==> src/hdl/asic_unlock_sequence_detector_defines.svh <==
// assertion macros for the unlock sequence detector
`ifndef ASIC_UNLOCK_SEQUENCE_DETECTOR_DEFINES_SVH
`define ASIC_UNLOCK_SEQUENCE_DETECTOR_DEFINES_SVH

// same-cycle implication
`define UNLSEQ_ASSERT_NOW(label, clk, rst, ante, cons) \
   label: assert property (@(posedge clk) disable iff (rst) (ante) |-> (cons)) \
      else $error("unlock sequence check failed");

// next-cycle implication
`define UNLSEQ_ASSERT_NEXT(label, clk, rst, ante, cons) \
   label: assert property (@(posedge clk) disable iff (rst) (ante) |=> (cons)) \
      else $error("unlock sequence check failed");

`endif

==> src/hdl/unlseq_pkg.sv <==
// shared types, constants and the unlock byte table
`default_nettype none

package unlseq_pkg;

   typedef logic [4:0] seq_pos_type;
   typedef logic [3:0] seq_idx_type;

   typedef struct packed {
      logic        unlocked;
      logic        crtc_write;
      logic        gate_array_tick;
      seq_pos_type position;
   } step_result_type;

   localparam logic [15:0] ADDR_SEL_MASK  = 16'h4300;
   localparam logic [15:0] CRTC_SEL_LOW   = 16'h0000;
   localparam logic [15:0] CRTC_SEL_HIGH  = 16'h0100;
   localparam logic [15:0] GA_HI_MASK     = 16'hC000;
   localparam logic [15:0] GA_HI_MATCH    = 16'h4000;
   localparam logic [15:0] GA_BIT15_MASK  = 16'h8000;
   localparam logic [15:0] GA_BIT13_MASK  = 16'h2000;
   localparam logic [7:0]  CHECK_BYTE     = 8'hCD;

   localparam seq_pos_type POS_IDLE      = 5'd0;
   localparam seq_pos_type POS_SYNC      = 5'd1;
   localparam seq_pos_type POS_FIRST_CMP = 5'd2;
   localparam seq_pos_type POS_LAST_CMP  = 5'd14;
   localparam seq_pos_type POS_CHECK     = 5'd15;
   localparam seq_pos_type POS_FINAL     = 5'd16;

   function automatic logic [7:0] seq_byte(input seq_idx_type idx);
      logic [7:0] b;
      unique case (idx)
         4'd0:    b = 8'hFF;
         4'd1:    b = 8'h77;
         4'd2:    b = 8'hB3;
         4'd3:    b = 8'h51;
         4'd4:    b = 8'hA8;
         4'd5:    b = 8'hD4;
         4'd6:    b = 8'h62;
         4'd7:    b = 8'h39;
         4'd8:    b = 8'h9C;
         4'd9:    b = 8'h46;
         4'd10:   b = 8'h2B;
         4'd11:   b = 8'h15;
         4'd12:   b = 8'h8A;
         default: b = 8'h00;
      endcase
      return b;
   endfunction

endpackage

`default_nettype wire

==> src/hdl/asic_unlock_sequence_detector.sv <==
// top level of the unlock sequence detector: request register, step logic, result register
//
// usage:
//   each request is one cpu i/o access (opcode, port_address, write_byte),
//   taken at a rising edge with req_valid high and req_stall low
//   every request produces exactly one result on the rsp_ channel, in order,
//   taken at a rising edge with rsp_valid high and rsp_stall low
//   the request register holds a taken request until the result register is free,
//   and the result register then loads the step result for it
//   throughput: one request per cycle while rsp_stall is low, through the combinational
//   step logic that updates the position and unlock flag between the two registers
//   when the receiver stalls, the result holds; one more request waits in the
//   request register, and req_stall rises only while both registers are full
//   and rsp_stall is high
//   reset (synchronous, active high) empties both registers, sets the
//   sequence position to 0 and locks the extended features
`default_nettype none

`include "asic_unlock_sequence_detector_defines.svh"

module asic_unlock_sequence_detector (
   input  wire logic        clock,
   input  wire logic        reset,
   input  wire logic        req_valid,
   output logic             req_stall,
   input  wire logic        req_opcode,
   input  wire logic [15:0] req_port_address,
   input  wire logic [7:0]  req_write_byte,
   output logic             rsp_valid,
   input  wire logic        rsp_stall,
   output logic             rsp_unlocked,
   output logic             rsp_crtc_write,
   output logic             rsp_gate_array_tick,
   output logic [4:0]       rsp_seq_position
);

   logic                        req_valid_ff;
   logic                        opcode_ff;
   logic [15:0]                 port_address_ff;
   logic [7:0]                  write_byte_ff;
   logic                        rsp_valid_ff;
   logic                        rsp_valid_in;
   unlseq_pkg::step_result_type rsp_ff;
   unlseq_pkg::step_result_type step;
   unlseq_pkg::seq_pos_type     position_ff;
   logic                        unlock_flag_ff;
   logic                        rsp_free;
   logic                        req_move;
   logic                        req_take;

   assign rsp_free     = !rsp_valid_ff || !rsp_stall;
   assign req_move     = req_valid_ff && rsp_free;
   assign req_stall    = req_valid_ff && !rsp_free;
   assign req_take     = req_valid && !req_stall;
   assign rsp_valid_in = req_move || (rsp_valid_ff && rsp_stall);

   unlseq_step u_step (
      .position     (position_ff),
      .unlocked     (unlock_flag_ff),
      .opcode       (opcode_ff),
      .port_address (port_address_ff),
      .write_byte   (write_byte_ff),
      .result       (step)
   );

   always_ff @(posedge clock) begin
      if (reset) begin
         req_valid_ff   <= 1'b0;
         rsp_valid_ff   <= 1'b0;
         position_ff    <= unlseq_pkg::POS_IDLE;
         unlock_flag_ff <= 1'b0;
      end else begin
         if (req_take || req_move) begin
            req_valid_ff <= req_take;
         end
         rsp_valid_ff <= rsp_valid_in;
         if (req_move) begin
            position_ff    <= step.position;
            unlock_flag_ff <= step.unlocked;
         end
      end
   end

   always_ff @(posedge clock) begin
      if (req_take) begin
         opcode_ff       <= req_opcode;
         port_address_ff <= req_port_address;
         write_byte_ff   <= req_write_byte;
      end
      if (req_move) begin
         rsp_ff <= step;
      end
   end

   assign rsp_valid           = rsp_valid_ff;
   assign rsp_unlocked        = rsp_ff.unlocked;
   assign rsp_crtc_write      = rsp_ff.crtc_write;
   assign rsp_gate_array_tick = rsp_ff.gate_array_tick;
   assign rsp_seq_position    = rsp_ff.position;

   `UNLSEQ_ASSERT_NOW(a_pos_range, clock, reset, 1'b1, position_ff <= unlseq_pkg::POS_FINAL)
   `UNLSEQ_ASSERT_NEXT(a_hold_no_crtc, clock, reset, req_move && !step.crtc_write, $stable(position_ff) && $stable(unlock_flag_ff))
   `UNLSEQ_ASSERT_NOW(a_unlock_after_final, clock, reset, $rose(unlock_flag_ff), $past(position_ff) == unlseq_pkg::POS_FINAL)
   `UNLSEQ_ASSERT_NEXT(a_rsp_state_match, clock, reset, req_move, rsp_seq_position == position_ff && rsp_unlocked == unlock_flag_ff)

endmodule

`default_nettype wire

==> src/hdl/unlseq_step.sv <==
// next sequence position, unlock flag and address decode for one request
`default_nettype none

module unlseq_step (
   input  wire unlseq_pkg::seq_pos_type     position,
   input  wire logic                        unlocked,
   input  wire logic                        opcode,
   input  wire logic [15:0]                 port_address,
   input  wire logic [7:0]                  write_byte,
   output unlseq_pkg::step_result_type      result
);

   logic [15:0]             sel;
   logic                    crtc;
   logic                    byte_zero;
   unlseq_pkg::seq_idx_type idx;
   unlseq_pkg::seq_pos_type seq_next;
   unlseq_pkg::seq_pos_type miss_pos;
   logic                    flag_next;

   assign sel       = port_address & unlseq_pkg::ADDR_SEL_MASK;
   assign crtc      = opcode && ((sel == unlseq_pkg::CRTC_SEL_LOW) ||
                                 (sel == unlseq_pkg::CRTC_SEL_HIGH));
   assign byte_zero = (write_byte == 8'h00);
   assign idx       = unlseq_pkg::seq_idx_type'(position - unlseq_pkg::POS_FIRST_CMP);
   assign miss_pos  = byte_zero ? unlseq_pkg::POS_FIRST_CMP : unlseq_pkg::POS_SYNC;

   always_comb begin
      flag_next = unlocked;
      priority if (position == unlseq_pkg::POS_IDLE) begin
         seq_next = byte_zero ? unlseq_pkg::POS_IDLE : unlseq_pkg::POS_SYNC;
      end else if (position == unlseq_pkg::POS_SYNC) begin
         seq_next = byte_zero ? unlseq_pkg::POS_FIRST_CMP : unlseq_pkg::POS_SYNC;
      end else if (position <= unlseq_pkg::POS_LAST_CMP) begin
         seq_next = (write_byte == unlseq_pkg::seq_byte(idx)) ? position + 5'd1 : miss_pos;
      end else if (position == unlseq_pkg::POS_CHECK) begin
         if (write_byte == unlseq_pkg::CHECK_BYTE) begin
            seq_next = unlseq_pkg::POS_FINAL;
         end else begin
            seq_next  = unlseq_pkg::POS_IDLE;
            flag_next = 1'b0;
         end
      end else if (position == unlseq_pkg::POS_FINAL) begin
         seq_next  = unlseq_pkg::POS_IDLE;
         flag_next = 1'b1;
      end else begin
         seq_next = unlseq_pkg::POS_IDLE;
      end
   end

   always_comb begin
      result.crtc_write      = crtc;
      result.position        = crtc ? seq_next : position;
      result.unlocked        = crtc ? flag_next : unlocked;
      result.gate_array_tick =
         ((port_address & unlseq_pkg::GA_HI_MASK) == unlseq_pkg::GA_HI_MATCH) ||
         ((port_address & unlseq_pkg::GA_BIT15_MASK) == 16'h0000) ||
         ((port_address & unlseq_pkg::GA_BIT13_MASK) == 16'h0000);
   end

endmodule

`default_nettype wire
==> config.mk <==
export PLATFORM = sky130hd
export DESIGN_NAME = asic_unlock_sequence_detector
export DESIGN_NICKNAME = d
export VERILOG_FILES = /design/src/hdl/unlseq_pkg.sv /design/src/hdl/asic_unlock_sequence_detector.sv /design/src/hdl/unlseq_step.sv
export VERILOG_INCLUDE_DIRS = /design/src /design/src/hdl
export SDC_FILE = /design/constraint.sdc
export NUM_CORES = 1
export LEC_CHECK = 0
export ABC_AREA = 1
export BUFFER_PORTS_ARGS = -buffer_cell sky130_fd_sc_hd__buf_2
export CAP_MARGIN = 30
export CORE_MARGIN = 3
export CORE_UTILIZATION = 40
export DETAILED_ROUTE_END_ITERATION = 6
export GPL_ROUTABILITY_DRIVEN = 1
export PLACE_DENSITY = 0.58
export SYNTH_ARGS = -nofsm -noshare
export SYNTH_HDL_FRONTEND = slang
export SYNTH_HIERARCHICAL = 1
export SYNTH_SLANG_ARGS = --single-unit
==> constraint.sdc <==
create_clock -name clock -period 3.93 [get_ports clock]
set_input_delay 1.179 -clock clock [delete_from_list [all_inputs] [get_ports clock]]
set_output_delay 1.179 -clock clock [all_outputs]
set_load 0.05 [all_outputs]
# Word-level counts from Yosys, hierarchy flattened
# Memories as Yosys holds them, arrays and structs flattened.
# Cells that the tools add are included.
dict set report totals {
  regBits 41
  rom_bits 128
  input_bits 29
  out_inout_bits 10
  word_cells 61
  mem_count 1
}
# memory words word_bits rd rd_clocked_by_memory_dff write_ports line
set mem_list {}
lappend mem_list {{(no name shown)} 16 8 1 0 0 unlseq_pkg.sv:34} ;# unique case (idx)
dict set report op_classes {
  addsub 2
  order_cmp 1
  n_eq_ne 7
  mux 19
  n_reduce_logical 20
}
# cell count
set op_table {}
lappend op_table {{16-bit logical NOT} 3}
lappend op_table {{5-bit 2-to-1 mux} 7}
lappend op_table {{8-bit 2-to-1 mux} 3}
lappend op_table {{8-bit equality test} 1}
lappend op_table {{8-bit equality test, second input constant} 1}
lappend op_table {{8-bit logical NOT} 1}
lappend op_table {{1-bit 2-to-1 mux} 8}
lappend op_table {{1-bit logical OR} 6}
lappend op_table {{5-bit by 1-bit adder with 5-bit output, second input constant} 1}
lappend op_table {{5-bit by 1-bit equality test with 1-bit output, second input constant} 1}
lappend op_table {{5-bit by 4-bit equality test with 1-bit output, second input constant} 1}
lappend op_table {{5-bit equality test, second input constant} 1}
lappend op_table {{5-bit by 4-bit <= comparator with 1-bit output, second input constant} 1}
lappend op_table {{1-bit logical AND} 5}
lappend op_table {{5-bit logical NOT} 1}
lappend op_table {{1-bit logical NOT} 4}
lappend op_table {{4-bit by 2-bit subtractor with 4-bit output, second input constant} 1}
lappend op_table {{3-bit by 1-bit equality test with 1-bit output, second input constant} 1}
lappend op_table {{2-bit by 1-bit equality test with 1-bit output, second input constant} 1}
lappend op_table {{2-bit 2-to-1 mux} 1}

# Longest topological paths before layout
# Gate-level depths: netlist (run 1).
# An unclocked memory read counts as a cell.
dict set report depth {
  word_depth 11
  ltp_mapped 21
  depth_no_buf 21
}

# Hierarchy
# The synthesis (run 1) kept the hierarchy.
# module instances cells_each area_each_um2 seq_area_each_um2
set modules_own_cells {}
lappend modules_own_cells {asic_unlock_sequence_detector 1 84 1365.1 1151.1}
lappend modules_own_cells {unlseq_step 1 181 893.4 0.0}

# Worst setup path before layout (run 1)
# Ideal clock, no wire load.
dict set report synth_timing {
  kind {input to output}
  startpoint {input port rsp_stall}
  endpoint {output port req_stall}
  arrival_time_ns 1.617
  required_ns 2.751
  setup_slack_ns 1.134
  cell_stages 2
  path_buffers 0
  cell_sequence {nand3_1 inv_1}
}
dict set report synth_via {
  elab_chain_len 4
}
# item line
set synth_rtl {}
lappend synth_rtl {{start, declared} asic_unlock_sequence_detector.sv:30} ;# input wire logic rsp_stall,
lappend synth_rtl {{1-bit logical NOT} asic_unlock_sequence_detector.sv:51} ;# assign rsp_free = !rsp_valid_ff || !rsp_stall;
lappend synth_rtl {{1-bit logical OR} asic_unlock_sequence_detector.sv:51}
lappend synth_rtl {{1-bit logical NOT} asic_unlock_sequence_detector.sv:53} ;# assign req_stall = req_valid_ff && !rsp_free;
lappend synth_rtl {{1-bit logical AND} asic_unlock_sequence_detector.sv:53}
lappend synth_rtl {{end, declared} asic_unlock_sequence_detector.sv:25} ;# output logic req_stall,
# No other way between the ends.

# Final worst setup path (run 1)
# Ends and elaborated chain as after synthesis.

==> results of run 1 <==
cell type report:
cell class	count	area (sq um)
Sequential cell	29	791
Tap cell	52	65.1
Multi-Input combinational cell	182	927
Clock buffer	7	86.3
Timing Repair Buffer	26	130
Clock inverter	1	30.0
Inverter	38	143
Fill cell	448	2300
layer usage:
metal	vias to the layer above	global-route usage [%]	wire length [um]
met2	36	21.7	1600
met1	689	19.8	1840
li1	874	-	-
met4	0	7.11	63
met5	-	0	0
met3	6	3.60	166
registers in the layout (all words and copies together), names as in the netlist:
register / flops
write_byte_ff: 8
position_ff: 5
rsp_seq_position: 5
port_address_ff: 4
opcode_ff: 1
req_valid_ff: 1
rsp_crtc_write: 1
rsp_gate_array_tick: 1
rsp_unlocked: 1
rsp_valid: 1
unlock_flag_ff: 1
worst reg2reg max path, delay by kind of cell, from the launching register on:
| family | cells | cell delay (ns) |
|---|---|---|
| AND/OR/NAND/NOR | 16 | 1.26 |
| buffers and inverters | 3 | 0.48 |
| adder cells (fa/ha/maj) | 1 | 0.57 |
| flip-flops | 1 | 0.53 |
metrics by stage:
stage	total power, mW	util [%]	hold slack [ns]	instances	instance area, sq um
6_report	0.861	48.5	0.490	335	2170
5_1_grt	0.915	48.5	0.531	335	2170
4_1_cts	0.871	48.5	0.491	335	2170
3_5_place_dp	0.555	45.9	0.476	327	2060
3_3_place_gp	0.554	45.9	0.468	327	2060
2_1_floorplan	0.515	-	0.452	253	1900
report_power, final:
group	internal, mW	switching (mW)	leakage [nW]
Combinational	0.0597	0.124	0.743
Sequential	0.348	0.0159	0.270
Clock	0.206	0.106	0.0585
Total	0.614	0.246	1.07
how the worst min path moves through the flow:
stage	cells past startpoint	end	slack, ns	start
finish	2	unlock_flag_ff	0.49	unlock_flag_ff
global route	2	unlock_flag_ff	0.53	unlock_flag_ff
CTS	2	unlock_flag_ff	0.49	unlock_flag_ff
detailed placement	2	unlock_flag_ff	0.48	unlock_flag_ff
global placement	2	unlock_flag_ff	0.47	unlock_flag_ff
floorplan	2	unlock_flag_ff	0.45	unlock_flag_ff
==> flow_summary.yaml, run 1 <==
run_status:
  status: "finished, final reports clean"
critical_path:
  rr_startpoint: "position_ff[1]"
  path_cells: "buf_2 -> nand3_1 -> inv_1 -> buf_2"
  cp_common_cell: "buf_2"
  ff2ff_path_depth: 20
  arrival_ns: 1.76
  critPathMaxStageDelay_ns: 0.26
  timing.rr.end: "position_ff[1]"
  crit_family: "buffers and inverters"
  path_buf_inv: 3
  cp.required_ns: 2.75
  worst_path_max_delay_cell: "buf_2"
  startpoint: "rsp_stall"
  crit_path_start_kind: "input pin"
  cp.depth: 4
  critPathCaptureType: "output pin"
  crit_fanout: 3
  rrSetupSlack_ns: 1.03
  worstSetupEndpoint: "req_stall"
  path_class: "input pin to output pin"
global_routing:
  grt_use_total_pct: 14.6
  grt_pass1_vias: 1362
  antenna_found_initial: 0
  grt_pass1_wl_um: 6140
  grt_max_degree: 15
  grt_overflow: 0
sta:
  relSlewSlack_pct: 46.9
  setup_ws_ns: 0.994
  tightest_slew_ns: 0.796
  rsz0062_at_grt: "false"
  finalMaxSlewViolations: 0
  finalSetupViolations: 0
  skew_ns: 0.00772
  fin_setup_tns_ns: 0
  fmax_ghz: 0.341
  timing_hold_violations_final: 0
  period_share_pct: 74.7
  min_period_ns: 2.94
floorplan:
  dieArea_sq_um: 5610
  die_y_um: 74.9
  rows: 24
  num_io_pins: 39
  die_w_um: 74.9
  core_sq_um: 4470
  initial_utilization_pct: 42.4
final_layout:
  diodes: 0
  drive_gt1_share_pct: 17.7
  area_growth_pct: 14.4
  nets: 322
  layout_commonest_cell: "nand2_1"
  mostFrequentLayoutCells: "nand2_1, inv_1, nand3_1"
routing:
  wl_per_cell_um: 10.9
  firstDrtPassIters: 4
  drt_iter0_drc: 103
  wl_um: 3670
  drc: 0
  vias: 1605
  viasPerCell: 4.79
  ant_nets: 0
flow_run:
  drv_cap: 0
clock_tree:
  holdBufCountCts: 0
  clockBufferDepth: 2
  post-cts-setup-buffers: 0
  cts_tree: "built"
  clk_pin_slew_ns: 0.06
  h-tree-depth: 2
  cts_made_buffers: 5
  clkSinkCount: 29
  cts.repair.resized: 0
  clkLatencyLatePin_ns: 0.28
  root_buffer: "clkbuf_8"
place:
  place_congestion: 0.858
  io_buffers: 26
  dp_slack_ns: 0.998
  hpwl_um: 2890
hold_path:
  hp-class: "flip-flop to flip-flop"
yosys:
  yosys_warnings: 6
  syn_nets: 293
  syn_area_sq_um: 1900
  syn_area_per_cell_sq_um: 7.50
  syn_inst: 253
pwr:
  peakVddDrop_mv: 0.358
  power_density_nw_per_um2: 396
  p_leak_nw: 1.07
Note: power is estimated with default switching activity, not from simulation.
==> run 2: changes to the inputs <==
--- a/config.mk
+++ b/config.mk
@@ -6,14 +6,14 @@
 export SDC_FILE = /design/constraint.sdc
 export NUM_CORES = 1
 export LEC_CHECK = 0
-export ABC_AREA = 1
+export ABC_AREA = 0
 export BUFFER_PORTS_ARGS = -buffer_cell sky130_fd_sc_hd__buf_2
 export CAP_MARGIN = 30
 export CORE_MARGIN = 3
 export CORE_UTILIZATION = 40
 export DETAILED_ROUTE_END_ITERATION = 6
 export GPL_ROUTABILITY_DRIVEN = 1
-export PLACE_DENSITY = 0.58
+export PLACE_DENSITY = 0.61
 export SYNTH_ARGS = -nofsm -noshare
 export SYNTH_HDL_FRONTEND = slang
 export SYNTH_HIERARCHICAL = 1
==> constraint.sdc (replaced) <==
create_clock -name clock -period 2.7 [get_ports clock]
set_input_delay 0.81 -clock clock [delete_from_list [all_inputs] [get_ports clock]]
set_output_delay 0.81 -clock clock [all_outputs]
set_load 0.05 [all_outputs]
==> flow_summary.yaml, run 2 <==
run_status:
  status: "finished, final reports clean"
final_layout:
  nets: 269
  largest_reg_flops: 8
  area_growth_pct: 31.0
  layoutNonFillerInstCount: 282
  utilization_pct: 54.7
  mostFrequentLayoutCells: "buf_2, buf_4, edfxtp_1"
  drive_gt1_share_pct: 39.1
  top_register: "write_byte_ff"
  diodes: 0
critical_path:
  rr_startpoint: "position_ff[1]"
  worst_path_max_delay_cell: "dfxtp_4"
  critPathMaxStageDelay_ns: 0.37
  arrival_ns: 2.86
  ff2ff_path_depth: 14
  rrSetupSlack_ns: 0.05
  crit_path_start_kind: "flip-flop"
  path_class: "flip-flop to flip-flop"
  startpoint: "position_ff[1]"
  timing.rr.end: "position_ff[0]"
  cp.required_ns: 2.91
  critPathCaptureType: "flip-flop"
  crit_fanout: 5
  path_cells: "inv_6 -> ha_4 -> xnor2_4 -> buf_6 -> buf_6 -> nor3_4 -> nor4_4 -> o22ai_2 -> nor4_4 -> buf_4 -> o21bai_1 -> o2bb2ai_1 -> nand2b_1 -> mux2i_1"
sta:
  finalSetupViolations: 0
  hold_ws_ns: 0.509
  timing_hold_violations_final: 0
  skew_ns: 0.00385
  finalMaxSlewViolations: 0
  period_share_pct: 98.0
  fin_setup_tns_ns: 0
  tightest_slew_ns: 0.370
  rsz0062_at_grt: "true"
  relSlewSlack_pct: 75.3
  fmax_ghz: 0.378
  setup_ws_ns: 0.0544
  min_period_ns: 2.65
place:
  place_congestion: 0.852
  dp_cells: 262
  io_buffers: 26
  dp_slack_ns: -0.0119
  hpwl_um: 2870
yosys:
  syn_area_sq_um: 1840
  yosys_warnings: 6
  syn_nets: 214
  syn_inst: 174
  syn_area_per_cell_sq_um: 10.6
floorplan:
  die_y_um: 73.9
  initial_utilization_pct: 41.7
  core_sq_um: 4410
  dieArea_sq_um: 5450
  rows: 24
  num_io_pins: 39
  die_w_um: 73.9
routing:
  wl_um: 3870
  drt_iter0_drc: 105
  met1_length_um: 1610
  viasPerCell: 5.34
  ant_nets: 0
  firstDrtPassIters: 4
  wl_per_cell_um: 13.7
  wl_met2_um: 1990
  highest_layer: "met4"
  vias: 1506
  wl_met3_um: 206
  drc: 0
pwr:
  p_int_uw: 832
  power_frac_comb_pct: 8.7
  seq_power_share_pct: 47.6
  peakVddDrop_mv: 0.281
  switchingPower_uw: 233
  power_density_nw_per_um2: 441
  p_leak_nw: 0.972
  clockPowerShare_pct: 43.7
  switching_share_pct: 21.9
global_routing:
  grt_overflow: 0
  grt_max_degree: 15
  antenna_found_initial: 0
  grt_pass1_vias: 1460
  grt_use_total_pct: 15.0
  grt_pass1_wl_um: 6310
hold_path:
  hold_depth: 2
  min_from: "unlock_flag_ff"
  hp-class: "flip-flop to flip-flop"
  holdPathEnd: "unlock_flag_ff"
clock_tree:
  clockBufferDepth: 2
  root_buffer: "clkbuf_8"
  cts_tree: "built"
  cts_made_buffers: 5
  clkLatencyLatePin_ns: 0.28
  holdBufCountCts: 0
  clkSinkCount: 29
  h-tree-depth: 2
  clk_pin_slew_ns: 0.06
flow_run:
  drv_cap: 0
==> run 2: layout make-up <==
cell class | count | area (sq um)
multi-input cells | 130 | 1040
fillers | 388 | 2000
clock inverters | 2 | 37.5
clock buffers | 6 | 82.6
flip-flops and latches | 29 | 798
well taps | 52 | 65.1
repair buffers | 54 | 348
inverters | 9 | 38.8
==> run 2: how the worst max path moves through the flow <==
stage,endpoint,depth (start not counted)
2_1_floorplan,position_ff[1],12
3_3_place_gp,position_ff[0],14
3_5_place_dp,position_ff[4],14
4_1_cts,position_ff[4],14
5_1_grt,position_ff[4],14
6_report,position_ff[0],14
==> run 2: worst max-delay path: cells and delay by family, from the launching register on <==
family	cells	cell delay (ns)
simple gates	4	0.75
compound gates	3	0.42
xor+xnor	1	0.25
buf+inv	4	0.48
mux	1	0.13
fa+ha+maj	1	0.18
flops	1	0.37
==> run 2: power groups by stage <==
stage	combinational (mW)	sequential, mW	clock, mW
2_1_floorplan	0.0428	0.535	0
3_3_place_gp	0.0894	0.516	0
3_5_place_dp	0.0916	0.516	0
4_1_cts	0.0918	0.507	0.473
5_1_grt	0.101	0.508	0.501
6_report	0.0928	0.506	0.466
==> run 2: layer usage <==
layer,up-vias,global-route usage [%]
met5,-,0
met4,0,6.24
met3,10,4.51
met2,46,24.1
met1,708,18.7
li1,742,-
==> run 2: repair_timing <==
| item | in CTS | in global routing |
|---|---|---|
| pin swaps | 0 | 6 |
| resized for setup | 3 | 11 |
| setup buffers | 0 | 12 |
| endpoints found under the setup margin | 2 | 9 |
==> run 2: per-stage QoR <==
stage          cell area (sq um)  total power [mW]
6_report                    2410              1.07
5_1_grt                     2410              1.11
4_1_cts                     2270              1.07
3_5_place_dp                2130             0.608
3_3_place_gp                2130             0.605
2_1_floorplan               1870             0.578
